## config.mk

```make
export PLATFORM = sky130hd
export DESIGN_NAME = diagnostic_service_responder_top
export DESIGN_NICKNAME = d
export VERILOG_FILES = /design/src/hw/rtl/dsr_pkg.sv /design/src/hw/rtl/dsr_ctrl.sv /design/src/hw/rtl/dsr_datapath.sv /design/src/hw/rtl/diagnostic_service_responder_top.sv
export SDC_FILE = /design/constraint.sdc
export NUM_CORES = 1
export LEC_CHECK = 0
export ABC_CLOCK_PERIOD_IN_PS = 7900
export BUFFER_PORTS_ARGS = -buffer_cell sky130_fd_sc_hd__buf_2
export CAP_MARGIN = 20
export CORE_MARGIN = 2
export CORE_UTILIZATION = 30
export CTS_CLUSTER_DIAMETER = 80
export CTS_CLUSTER_SIZE = 10
export DETAILED_ROUTE_END_ITERATION = 7
export HOLD_SLACK_MARGIN = 0.06
export PLACE_DENSITY = 0.42
export SLEW_MARGIN = 40
export SYNTH_ARGS = -nofsm -noshare
export SYNTH_HDL_FRONTEND = slang
export SYNTH_HIERARCHICAL = 1
export SYNTH_SLANG_ARGS = --single-unit
```

## constraint.sdc

```tcl
create_clock -name aclk -period 7.9 [get_ports aclk]
set_input_delay 1.58 -clock aclk [delete_from_list [all_inputs] [get_ports aclk]]
set_output_delay 1.58 -clock aclk [all_outputs]
set_load 0.05 [all_outputs]
```

## src/hw/rtl/dsr_pkg.sv

```systemverilog
// Shared types, constants and identification text for the diagnostic service responder.
// No dependencies; every other file in the block imports this package.
`timescale 1ns / 1ps

package dsr_pkg;

    localparam int TABLE_DEPTH   = 16;
    localparam int ID_STRING_MAX = 24;

    localparam int IDX_W  = (TABLE_DEPTH > 1) ? $clog2(TABLE_DEPTH) : 1;
    localparam int CNT_W  = $clog2(TABLE_DEPTH + 1);
    localparam int RLEN_MAX = (3 + 4 * TABLE_DEPTH > 3 + ID_STRING_MAX) ?
                              3 + 4 * TABLE_DEPTH : 3 + ID_STRING_MAX;
    localparam int RLEN_W = $clog2(RLEN_MAX + 1);

    // Service identifiers.
    localparam logic [7:0] SID_SESSION  = 8'h10;
    localparam logic [7:0] SID_RESET    = 8'h11;
    localparam logic [7:0] SID_CLEAR    = 8'h14;
    localparam logic [7:0] SID_READ_DTC = 8'h19;
    localparam logic [7:0] SID_READ_DID = 8'h22;
    localparam logic [7:0] SID_WRITE_DID = 8'h2E;
    localparam logic [7:0] SID_POS_OFFSET = 8'h40;
    localparam logic [7:0] SID_NEGATIVE = 8'h7F;

    // Negative response codes.
    localparam logic [7:0] NRC_NOT_SUPPORTED = 8'h11;
    localparam logic [7:0] NRC_SUBFUNC       = 8'h12;
    localparam logic [7:0] NRC_LENGTH        = 8'h13;
    localparam logic [7:0] NRC_CONDITIONS    = 8'h22;
    localparam logic [7:0] NRC_RANGE         = 8'h31;

    // Data identifiers.
    localparam logic [15:0] DID_SW      = 16'hF190;
    localparam logic [15:0] DID_SERIAL  = 16'hF191;
    localparam logic [15:0] DID_HW      = 16'hF192;
    localparam logic [15:0] DID_VERSION = 16'hF193;
    localparam logic [15:0] DID_SESSION = 16'hF194;
    localparam logic [15:0] DID_VOLTAGE = 16'hF195;
    localparam logic [15:0] VOLTAGE_VAL = 16'd12000;

    localparam logic [7:0] DTC_STATUS_SET = 8'h0D;

    localparam logic [1:0] OUT_POSITIVE   = 2'd0;
    localparam logic [1:0] OUT_NEGATIVE   = 2'd1;
    localparam logic [1:0] OUT_RECORDED   = 2'd2;
    localparam logic [1:0] OUT_TABLE_FULL = 2'd3;

    localparam int SW_LEN     = 14;
    localparam int SERIAL_LEN = 18;
    localparam int HW_LEN     = 5;
    localparam logic [8*SW_LEN-1:0]     SW_TEXT     = "ECU-APP v2.1.0";
    localparam logic [8*SERIAL_LEN-1:0] SERIAL_TEXT = "SN-0000-2025-00042";
    localparam logic [8*HW_LEN-1:0]     HW_TEXT     = "REV-B";
    localparam int SW_CUT     = (SW_LEN > ID_STRING_MAX) ? ID_STRING_MAX : SW_LEN;
    localparam int SERIAL_CUT = (SERIAL_LEN > ID_STRING_MAX) ? ID_STRING_MAX : SERIAL_LEN;
    localparam int HW_CUT     = (HW_LEN > ID_STRING_MAX) ? ID_STRING_MAX : HW_LEN;

    typedef enum logic [2:0] {
        SRC_HDR,
        SRC_TXT_SW,
        SRC_TXT_SERIAL,
        SRC_TXT_HW,
        SRC_FAULTS
    } dsr_src_t;

    typedef enum logic [2:0] {
        ST_IDLE,
        ST_DECODE,
        ST_SEARCH,
        ST_FILL,
        ST_OUT
    } dsr_state_t;

    typedef struct packed {
        logic capture;
        logic decode;
        logic srch_start;
        logic srch_step;
        logic commit;
        logic fill;
        logic beat_clr;
    } dsr_cmd_t;

    typedef struct packed {
        logic is_fault;
        logic srch_hit;
        logic srch_end;
        logic fill_done;
        logic last;
    } dsr_stat_t;

    function automatic logic [7:0] text_byte(dsr_src_t s, logic [RLEN_W-1:0] i);
        logic [7:0] b;
        b = 8'h00;
        case (s)
            SRC_TXT_SW:
                if (int'(i) < SW_LEN) b = SW_TEXT[8*(SW_LEN-1-int'(i)) +: 8];
            SRC_TXT_SERIAL:
                if (int'(i) < SERIAL_LEN) b = SERIAL_TEXT[8*(SERIAL_LEN-1-int'(i)) +: 8];
            SRC_TXT_HW:
                if (int'(i) < HW_LEN) b = HW_TEXT[8*(HW_LEN-1-int'(i)) +: 8];
            default: b = 8'h00;
        endcase
        return b;
    endfunction

endpackage

```

## src/hw/rtl/dsr_ctrl.sv

```systemverilog
// Controller state machine of the diagnostic service responder.
// Depends on dsr_pkg for the state, command and status types.
`timescale 1ns / 1ps

module dsr_ctrl
    import dsr_pkg::*;
(
    input  logic      aclk,
    input  logic      aresetn,
    input  logic      s_valid,
    output logic      s_ready,
    output logic      m_valid,
    input  logic      m_ready,
    input  dsr_stat_t stat,
    output dsr_cmd_t  cmd
);

    dsr_state_t state_reg, state_next;

    always_ff @(posedge aclk) begin
        if (!aresetn) begin
            state_reg <= ST_IDLE;
        end else begin
            state_reg <= state_next;
        end
    end

    always_comb begin
        state_next = state_reg;
        cmd        = '0;
        s_ready    = 1'b0;
        m_valid    = 1'b0;
        case (state_reg)
            ST_IDLE: begin
                s_ready = 1'b1;
                if (s_valid) begin
                    cmd.capture = 1'b1;
                    state_next  = ST_DECODE;
                end
            end
            ST_DECODE: begin
                if (stat.is_fault) begin
                    cmd.srch_start = 1'b1;
                    state_next     = ST_SEARCH;
                end else begin
                    cmd.decode = 1'b1;
                    state_next = ST_FILL;
                end
            end
            ST_SEARCH: begin
                if (stat.srch_hit || stat.srch_end) begin
                    cmd.commit = 1'b1;
                    state_next = ST_FILL;
                end else begin
                    cmd.srch_step = 1'b1;
                end
            end
            ST_FILL: begin
                if (stat.fill_done) begin
                    state_next = ST_OUT;
                end else begin
                    cmd.fill = 1'b1;
                end
            end
            ST_OUT: begin
                m_valid = 1'b1;
                if (m_ready) begin
                    if (stat.last) begin
                        state_next = ST_IDLE;
                    end else begin
                        cmd.beat_clr = 1'b1;
                        state_next   = ST_FILL;
                    end
                end
            end
            default: state_next = ST_IDLE;
        endcase
    end

endmodule

```

## src/hw/rtl/dsr_datapath.sv

```systemverilog
// Datapath of the diagnostic service responder: request capture, session and fault
// table, response decode and beat assembly. Depends on dsr_pkg.
`timescale 1ns / 1ps

module dsr_datapath
    import dsr_pkg::*;
(
    input  logic        aclk,
    input  logic        aresetn,
    input  dsr_cmd_t    cmd,
    output dsr_stat_t   stat,
    input  logic        s_cmd,
    input  logic [7:0]  s_service_id,
    input  logic [2:0]  s_data_len,
    input  logic [7:0]  s_byte0,
    input  logic [7:0]  s_byte1,
    input  logic [7:0]  s_byte2,
    input  logic [23:0] s_fault_code,
    output logic [7:0]  m_resp_sid,
    output logic [31:0] m_payload,
    output logic [2:0]  m_byte_count,
    output logic        m_last,
    output logic [1:0]  m_outcome
);

    // Captured request.
    logic        cmd_reg;
    logic [7:0]  sid_reg;
    logic [2:0]  dlen_reg;
    logic [7:0]  b0_reg, b1_reg, b2_reg;
    logic [23:0] code_reg;

    logic [7:0]       session_reg;
    logic [CNT_W-1:0] count_reg;
    logic [23:0]      codes_reg  [TABLE_DEPTH];
    logic [7:0]       status_reg [TABLE_DEPTH];
    logic [CNT_W-1:0] idx_reg;

    // Response description and beat under assembly.
    logic [7:0]        hdr_reg [4];
    logic [RLEN_W-1:0] rlen_reg, pos_reg;
    dsr_src_t          src_reg;
    logic [7:0]        rsid_reg;
    logic [1:0]        outcome_reg;
    logic [31:0]       beat_reg;
    logic [2:0]        cnt_reg;

    // Decode results.
    logic [7:0]        dec_hdr [4];
    logic [RLEN_W-1:0] dec_rlen;
    dsr_src_t          dec_src;
    logic [7:0]        dec_rsid;
    logic [1:0]        dec_outcome;
    logic              dec_set_session;
    logic [7:0]        dec_session;
    logic              dec_clear;
    logic [15:0]       did;

    always_comb begin
        did             = {b0_reg, b1_reg};
        dec_hdr[0]      = sid_reg;
        dec_hdr[1]      = NRC_NOT_SUPPORTED;
        dec_hdr[2]      = 8'h00;
        dec_hdr[3]      = 8'h00;
        dec_rlen        = RLEN_W'(2);
        dec_src         = SRC_HDR;
        dec_rsid        = SID_NEGATIVE;
        dec_outcome     = OUT_NEGATIVE;
        dec_set_session = 1'b0;
        dec_session     = b0_reg;
        dec_clear       = 1'b0;
        case (sid_reg)
            SID_SESSION: begin
                if (dlen_reg == 3'd0) begin
                    dec_hdr[1] = NRC_LENGTH;
                end else if (!(b0_reg inside {[8'd1:8'd4]})) begin
                    dec_hdr[1] = NRC_SUBFUNC;
                end else begin
                    dec_set_session = 1'b1;
                    dec_hdr[0]      = b0_reg;
                    dec_hdr[1]      = 8'h00;
                    dec_outcome     = OUT_POSITIVE;
                end
            end
            SID_RESET: begin
                if (dlen_reg == 3'd0) begin
                    dec_hdr[1] = NRC_LENGTH;
                end else if (!(b0_reg inside {[8'd1:8'd3]})) begin
                    dec_hdr[1] = NRC_SUBFUNC;
                end else begin
                    dec_hdr[0]  = b0_reg;
                    dec_rlen    = RLEN_W'(1);
                    dec_outcome = OUT_POSITIVE;
                end
            end
            SID_READ_DID: begin
                if (dlen_reg < 3'd2) begin
                    dec_hdr[1] = NRC_LENGTH;
                end else begin
                    dec_hdr[1] = NRC_RANGE;
                    case (did)
                        DID_SW: begin
                            dec_src  = SRC_TXT_SW;
                            dec_hdr[2] = 8'(SW_CUT);
                            dec_rlen = RLEN_W'(3 + SW_CUT);
                        end
                        DID_SERIAL: begin
                            dec_src  = SRC_TXT_SERIAL;
                            dec_hdr[2] = 8'(SERIAL_CUT);
                            dec_rlen = RLEN_W'(3 + SERIAL_CUT);
                        end
                        DID_HW: begin
                            dec_src  = SRC_TXT_HW;
                            dec_hdr[2] = 8'(HW_CUT);
                            dec_rlen = RLEN_W'(3 + HW_CUT);
                        end
                        DID_VERSION: begin
                            dec_hdr[2] = 8'h01;
                            dec_hdr[3] = 8'h03;
                            dec_rlen   = RLEN_W'(4);
                        end
                        DID_SESSION: begin
                            dec_hdr[2] = session_reg;
                            dec_rlen   = RLEN_W'(3);
                        end
                        DID_VOLTAGE: begin
                            dec_hdr[2] = VOLTAGE_VAL[15:8];
                            dec_hdr[3] = VOLTAGE_VAL[7:0];
                            dec_rlen   = RLEN_W'(4);
                        end
                        default: dec_hdr[1] = NRC_RANGE;
                    endcase
                    if (dec_hdr[1] != NRC_RANGE || did inside {DID_SW, DID_SERIAL,
                            DID_HW, DID_VERSION, DID_SESSION, DID_VOLTAGE}) begin
                        dec_hdr[0]  = b0_reg;
                        dec_hdr[1]  = b1_reg;
                        dec_outcome = OUT_POSITIVE;
                    end else begin
                        dec_rlen = RLEN_W'(2);
                    end
                end
            end
            SID_WRITE_DID: begin
                if (dlen_reg < 3'd2) begin
                    dec_hdr[1] = NRC_LENGTH;
                end else if (session_reg < 8'd3) begin
                    dec_hdr[1] = NRC_CONDITIONS;
                end else if (did != DID_SESSION) begin
                    dec_hdr[1] = NRC_RANGE;
                end else begin
                    dec_set_session = (dlen_reg >= 3'd3);
                    dec_session     = b2_reg;
                    dec_hdr[0]      = b0_reg;
                    dec_hdr[1]      = b1_reg;
                    dec_outcome     = OUT_POSITIVE;
                end
            end
            SID_CLEAR: begin
                dec_clear   = 1'b1;
                dec_rlen    = '0;
                dec_outcome = OUT_POSITIVE;
            end
            SID_READ_DTC: begin
                if (dlen_reg == 3'd0) begin
                    dec_hdr[1] = NRC_LENGTH;
                end else begin
                    dec_hdr[0]  = b0_reg;
                    dec_hdr[1]  = 8'(count_reg);
                    dec_rlen    = RLEN_W'(3) + RLEN_W'({count_reg, 2'b00});
                    dec_src     = SRC_FAULTS;
                    dec_outcome = OUT_POSITIVE;
                end
            end
            default: dec_hdr[1] = NRC_NOT_SUPPORTED;
        endcase
        if (dec_outcome == OUT_POSITIVE) begin
            dec_rsid = sid_reg + SID_POS_OFFSET;
        end
    end

    // Single read port of the fault table, shared by the search and the fault listing.
    logic [RLEN_W-1:0] rel_pos;
    logic [RLEN_W-1:0] rd_sel;
    logic [23:0]       rd_code;
    logic [7:0]        rd_status;

    assign rel_pos = pos_reg - RLEN_W'(3);

    always_comb begin
        rd_sel = cmd.fill ? (rel_pos >> 2) : RLEN_W'(idx_reg);
        if (int'(rd_sel) < TABLE_DEPTH) begin
            rd_code   = codes_reg[rd_sel[IDX_W-1:0]];
            rd_status = status_reg[rd_sel[IDX_W-1:0]];
        end else begin
            rd_code   = '0;
            rd_status = '0;
        end
    end

    logic srch_end;
    assign srch_end = (idx_reg >= count_reg) || (int'(idx_reg) >= TABLE_DEPTH);

    // Next response byte.
    logic [7:0] next_byte;

    always_comb begin
        next_byte = hdr_reg[pos_reg[1:0]];
        if (pos_reg >= RLEN_W'(3)) begin
            case (src_reg)
                SRC_TXT_SW, SRC_TXT_SERIAL, SRC_TXT_HW:
                    next_byte = text_byte(src_reg, rel_pos);
                SRC_FAULTS: begin
                    case (rel_pos[1:0])
                        2'd0:    next_byte = rd_code[23:16];
                        2'd1:    next_byte = rd_code[15:8];
                        2'd2:    next_byte = rd_code[7:0];
                        default: next_byte = rd_status;
                    endcase
                end
                default: next_byte = hdr_reg[pos_reg[1:0]];
            endcase
        end
    end

    always_ff @(posedge aclk) begin
        if (cmd.capture) begin
            cmd_reg  <= s_cmd;
            sid_reg  <= s_service_id;
            dlen_reg <= s_data_len;
            b0_reg   <= s_byte0;
            b1_reg   <= s_byte1;
            b2_reg   <= s_byte2;
            code_reg <= s_fault_code;
        end
        if (cmd.decode) begin
            for (int i = 0; i < 4; i++) hdr_reg[i] <= dec_hdr[i];
            rlen_reg    <= dec_rlen;
            src_reg     <= dec_src;
            rsid_reg    <= dec_rsid;
            outcome_reg <= dec_outcome;
        end
        if (cmd.commit) begin
            for (int i = 0; i < 4; i++) hdr_reg[i] <= 8'h00;
            rlen_reg    <= '0;
            src_reg     <= SRC_HDR;
            rsid_reg    <= 8'h00;
            outcome_reg <= (!stat.srch_hit && int'(count_reg) >= TABLE_DEPTH) ?
                           OUT_TABLE_FULL : OUT_RECORDED;
            if (stat.srch_hit) begin
                status_reg[idx_reg[IDX_W-1:0]] <= rd_status | DTC_STATUS_SET;
            end else if (int'(count_reg) < TABLE_DEPTH) begin
                codes_reg[idx_reg[IDX_W-1:0]]  <= code_reg;
                status_reg[idx_reg[IDX_W-1:0]] <= DTC_STATUS_SET;
            end
        end
        if (cmd.srch_start) begin
            idx_reg <= '0;
        end else if (cmd.srch_step) begin
            idx_reg <= idx_reg + CNT_W'(1);
        end
        if (cmd.decode || cmd.commit) begin
            pos_reg  <= '0;
            cnt_reg  <= '0;
            beat_reg <= '0;
        end else if (cmd.beat_clr) begin
            cnt_reg  <= '0;
            beat_reg <= '0;
        end else if (cmd.fill) begin
            case (cnt_reg[1:0])
                2'd0:    beat_reg[31:24] <= next_byte;
                2'd1:    beat_reg[23:16] <= next_byte;
                2'd2:    beat_reg[15:8]  <= next_byte;
                default: beat_reg[7:0]   <= next_byte;
            endcase
            cnt_reg <= cnt_reg + 3'd1;
            pos_reg <= pos_reg + RLEN_W'(1);
        end
    end

    always_ff @(posedge aclk) begin
        if (!aresetn) begin
            session_reg <= 8'd1;
            count_reg   <= '0;
        end else begin
            if (cmd.decode && dec_set_session) session_reg <= dec_session;
            if (cmd.decode && dec_clear) begin
                count_reg <= '0;
            end else if (cmd.commit && !stat.srch_hit && int'(count_reg) < TABLE_DEPTH) begin
                count_reg <= count_reg + CNT_W'(1);
            end
        end
    end

    assign stat.is_fault  = cmd_reg;
    assign stat.srch_end  = srch_end;
    assign stat.srch_hit  = !srch_end && (rd_code == code_reg);
    assign stat.fill_done = (cnt_reg == 3'd4) || (pos_reg == rlen_reg);
    assign stat.last      = (pos_reg == rlen_reg);

    assign m_resp_sid   = rsid_reg;
    assign m_payload    = beat_reg;
    assign m_byte_count = cnt_reg;
    assign m_last       = (pos_reg == rlen_reg);
    assign m_outcome    = outcome_reg;

endmodule

```

## src/hw/rtl/diagnostic_service_responder_top.sv

```systemverilog
// Sequence: a request is decoded and then its response is assembled byte by byte into beats,
// each beat offered in turn before the next is filled; a fault report searches the table
// entry by entry, passing over up to 16 entries, then offers its single beat.
// Throughput: one transaction at a time; the next is taken once the last beat has gone,
// set by the byte-serial beat assembly and the one-entry-per-cycle table search.
// Reset: synchronous active-low aresetn sets session to 1 and empties the fault table.
`timescale 1ns / 1ps

module diagnostic_service_responder_top
    import dsr_pkg::*;
(
    input  logic        aclk,
    input  logic        aresetn,
    input  logic        s_valid,
    output logic        s_ready,
    input  logic        s_cmd,
    input  logic [7:0]  s_service_id,
    input  logic [2:0]  s_data_len,
    input  logic [7:0]  s_byte0,
    input  logic [7:0]  s_byte1,
    input  logic [7:0]  s_byte2,
    input  logic [23:0] s_fault_code,
    output logic        m_valid,
    input  logic        m_ready,
    output logic [7:0]  m_resp_sid,
    output logic [31:0] m_payload,
    output logic [2:0]  m_byte_count,
    output logic        m_last,
    output logic [1:0]  m_outcome
);

    dsr_cmd_t  cmd;
    dsr_stat_t stat;

    dsr_ctrl u_ctrl (
        .aclk    (aclk),
        .aresetn (aresetn),
        .s_valid (s_valid),
        .s_ready (s_ready),
        .m_valid (m_valid),
        .m_ready (m_ready),
        .stat    (stat),
        .cmd     (cmd)
    );

    dsr_datapath u_datapath (
        .aclk         (aclk),
        .aresetn      (aresetn),
        .cmd          (cmd),
        .stat         (stat),
        .s_cmd        (s_cmd),
        .s_service_id (s_service_id),
        .s_data_len   (s_data_len),
        .s_byte0      (s_byte0),
        .s_byte1      (s_byte1),
        .s_byte2      (s_byte2),
        .s_fault_code (s_fault_code),
        .m_resp_sid   (m_resp_sid),
        .m_payload    (m_payload),
        .m_byte_count (m_byte_count),
        .m_last       (m_last),
        .m_outcome    (m_outcome)
    );

    // The block never takes a new transaction while a beat is on offer.
    a_no_overlap: assert property (@(posedge aclk) disable iff (!aresetn)
        !(s_ready && m_valid))
        else $error("input accepted while a result beat is pending");

    // Every beat but the final one is full.
    a_full_beats: assert property (@(posedge aclk) disable iff (!aresetn)
        m_valid && !m_last |-> m_byte_count == 3'd4)
        else $error("non-final beat is not full");

    // Fault report results are a single empty beat.
    a_fault_beat: assert property (@(posedge aclk) disable iff (!aresetn)
        m_valid && (m_outcome == OUT_RECORDED || m_outcome == OUT_TABLE_FULL)
        |-> m_last && m_byte_count == 3'd0)
        else $error("fault report result is not a single empty beat");

    // After a non-final beat is taken, the block returns to filling before the next beat is offered.
    a_refill: assert property (@(posedge aclk) disable iff (!aresetn)
        m_valid && m_ready && !m_last |=> !m_valid && !s_ready)
        else $error("beat sequence broken after non-final beat");

endmodule
```

==> impl_metrics.env <==
export IMPL_p_switching_mw=3.71
export IMPL_end_kind="flip-flop"
export IMPL_syn_area_per_cell_um2=12.9
export IMPL_status="complete, no violations"
export IMPL_pwr_share_seq=0.405
export IMPL_synthArstFlopShare=0
export IMPL_drc=0
export IMPL_crit_path_max_incr_delay_ns=0.80
export IMPL_drv_cap=0
export IMPL_antenna_found_initial=0
export IMPL_vias=18893
export IMPL_clockPowerShare=0.293
export IMPL_dp_cells=3494
export IMPL_power_density_nw_per_um2=325
export IMPL_diodes=0
export IMPL_critPathKind="reg -> reg"
export IMPL_fillers=9116
export IMPL_path_cells="xnor2_1, nand4_1, nor4_2, a21o_1, and4bb_4, nor2b_1, a21o_4, buf_12, a2111oi_0, nor4_1, a22oi_1, xnor2_1, nor4_1, o2111a_1, and3_2, nor2_1, nor3_2, inv_1, a311oi_4, buf_4, and3_2"
export IMPL_hold_violations=0
export IMPL_io_pin_count=112
export IMPL_die_h_um=310
export IMPL_clk_latency_ns=0.64
export IMPL_routabilityCongestion=0.861
export IMPL_coreArea_um2=93000
export IMPL_combPwrFrac=0.301
export IMPL_drtIter0Drc=1686
export IMPL_cts_buffers=75
export IMPL_rsz0062_at_grt="no"
export IMPL_fin_tns_setup_ns=0
export IMPL_worstSetupStartpointType="flip-flop"
export IMPL_root_buffer="clkbuf_16"
export IMPL_vias_per_cell=5.24
export IMPL_grt_first_pass_wirelength_um=130000
export IMPL_fin_skew_ns=0.0267
export IMPL_holdWs_ns=0.455
export IMPL_detail_route_wl_per_cell_um=24.9
export IMPL_dp_hpwl_um=60000
export IMPL_crit_fanout=61
export IMPL_track_usage=0.185
export IMPL_setup_viol=0
export IMPL_die_x_um=310
export IMPL_start_util=0.302
export IMPL_dr_pass1_iters=6
export IMPL_fmax_mhz=136
export IMPL_critPathBufInv=3
export IMPL_synth_seq_cells=635
export IMPL_grt_ovfl_total=0
export IMPL_yosysSeqAreaShare=0.641
export IMPL_cts_resized=0
export IMPL_ir_drop_mv=0.185
export IMPL_cts_tree="done"
export IMPL_synthTopCellsByArea="edfxtp_1, dfxtp_1, nand2_1"
export IMPL_cts_hold_fix_buffers=0
export IMPL_cts_num_sinks=635
export IMPL_final_cell_mix="edfxtp_1, nand2_1, nor2_1"
export IMPL_slowest_stage="and3_2"
export IMPL_switching_share=0.350
export IMPL_ys_flop_type="edfxtp_1"
export IMPL_synth_top_area_share=0.564
export IMPL_worst_slew_pin_slew_ns=0.837
export IMPL_synthesis_area_um2=28100
export IMPL_post_cts_buffers=0
export IMPL_final_nets=2407
export IMPL_power_leakage_nw=11.2
export IMPL_die_area_um2=96100
export IMPL_slew_violations=0
export IMPL_antenna_left=0
export IMPL_final_common_cell="edfxtp_1"
export IMPL_yosys_warnings=6
export IMPL_h_tree_depth=3
export IMPL_core_rowCount=112
export IMPL_required_ns=8.15
export IMPL_synth_edf_count=528
export IMPL_finalCritPeriodShare=0.931
export IMPL_crit_family="simple AND/OR/NAND/NOR gates"
export IMPL_largest_register_ffs=384
export IMPL_yosysTopAreaCell="edfxtp_1"
export IMPL_cts_buffer_depth=3
export IMPL_path_clk_slew_ns=0.06
export IMPL_stdcell_count=3607
export IMPL_synthToLayoutAreaGrowth_pct=16.3
export IMPL_grt_max_degree=62
export IMPL_synthCells=2175
export IMPL_layout_drive_gt1_share=0.181
export IMPL_worstPathArrival_ns=7.60
export IMPL_relSlewSlack=0.438
export IMPL_min_period_ns=7.35
export IMPL_p_int_mw=6.91
export IMPL_numPortBuffers=111
export IMPL_synth_nets=2262
export IMPL_yosysUniqueCellTypes=95
export IMPL_drt_wl_total_um=89700
export IMPL_hp_class="reg -> reg"
export IMPL_grt_pass1_vias=18375
-- path summary, 6_finish.rpt --
kind / start / end / slack (ns) / cells after the start
worst max-delay path: u_datapath/pos_reg[6] / u_datapath/codes_reg[6][4] / 0.55 / 21
worst min-delay path: u_datapath/m_resp_sid[5] / u_datapath/m_resp_sid[5] / 0.46 / 1
worst max register to register: u_datapath/pos_reg[6] / u_datapath/codes_reg[6][4] / 0.55 / 21
worst min register to register: u_datapath/m_resp_sid[5] / u_datapath/m_resp_sid[5] / 0.46 / 1
-- power by group through the flow --
| stage | Sequential, mW | Combinational [mW] | Clock (mW) |
|---|---|---|---|
| 2_1_floorplan | 4.48 | 1.84 | 0 |
| 3_3_place_gp | 4.39 | 3.17 | 0 |
| 3_5_place_dp | 4.38 | 3.21 | 0 |
| 4_1_cts | 4.31 | 3.22 | 3.22 |
| 5_1_grt | 4.33 | 3.44 | 3.34 |
| 6_report | 4.31 | 3.20 | 3.12 |
-- cell families after synthesis --
family          count (synthesis)  synth area share
simple gates                  709             0.118
flops                         635             0.641
compound gates                428             0.109
buf+inv                       180            0.0302
mux                           147            0.0739
xor+xnor                       53            0.0171
fa+ha+maj                      23            0.0102
-- synth_stat cells (11+ instances only) --
cell / count
nand4_1: 17
inv_1: 33
o21ai_0: 64
dfxtp_1: 107
a211oi_1: 53
buf_6: 12
edfxtp_1: 528
buf_2: 30
nor4_1: 11
a21oi_1: 81
nor3_1: 31
mux4_2: 46
a221oi_1: 12
nand2_1: 283
a32o_1: 11
nand2b_1: 13
and2_1: 21
mux2i_1: 89
a32oi_1: 15
nand3_1: 90
xor2_1: 26
buf_1: 22
and3_1: 51
nor2_1: 136
nor2b_1: 15
xnor2_1: 25
a311oi_1: 23
clkbuf_1: 69
o211ai_1: 25
a31oi_1: 17
ha_1: 23
a2111oi_0: 12
-- final cells by class --
| cell class | count | area [µm²] | area share |
|---|---|---|---|
| Timing Repair Buffer | 211 | 1500 | 0.0460 |
| Sequential cell | 635 | 18000 | 0.551 |
| Clock inverter | 10 | 96.3 | 0.00295 |
| Multi-Input combinational cell | 1360 | 9370 | 0.287 |
| Clock buffer | 100 | 1990 | 0.0610 |
| Tap cell | 1254 | 1570 | 0.0480 |
| Inverter | 37 | 139 | 0.00425 |
-- layer usage --
layer | up-vias | GRT usage | routed length, µm
li1 | 8578 | - | -
met1 | 9682 | 0.260 | 41000
met2 | 533 | 0.300 | 42600
met3 | 100 | 0.0272 | 4330
met4 | 0 | 0.0475 | 1740
met5 | - | 0 | 0
-- through the flow --
stage / power [mW] / instance area (µm²) / setup WS, ns / utilization
2_1_floorplan: 6.32 / 28100 / 0.337 / -
3_3_place_gp: 7.56 / 30500 / 0.859 / 0.327
3_5_place_dp: 7.59 / 30500 / 0.589 / 0.328
4_1_cts: 10.8 / 32600 / 0.549 / 0.351
5_1_grt: 11.1 / 32700 / 0.135 / 0.351
6_report: 10.6 / 32700 / 0.548 / 0.351
Note: power is estimated with default switching activity, not from simulation.
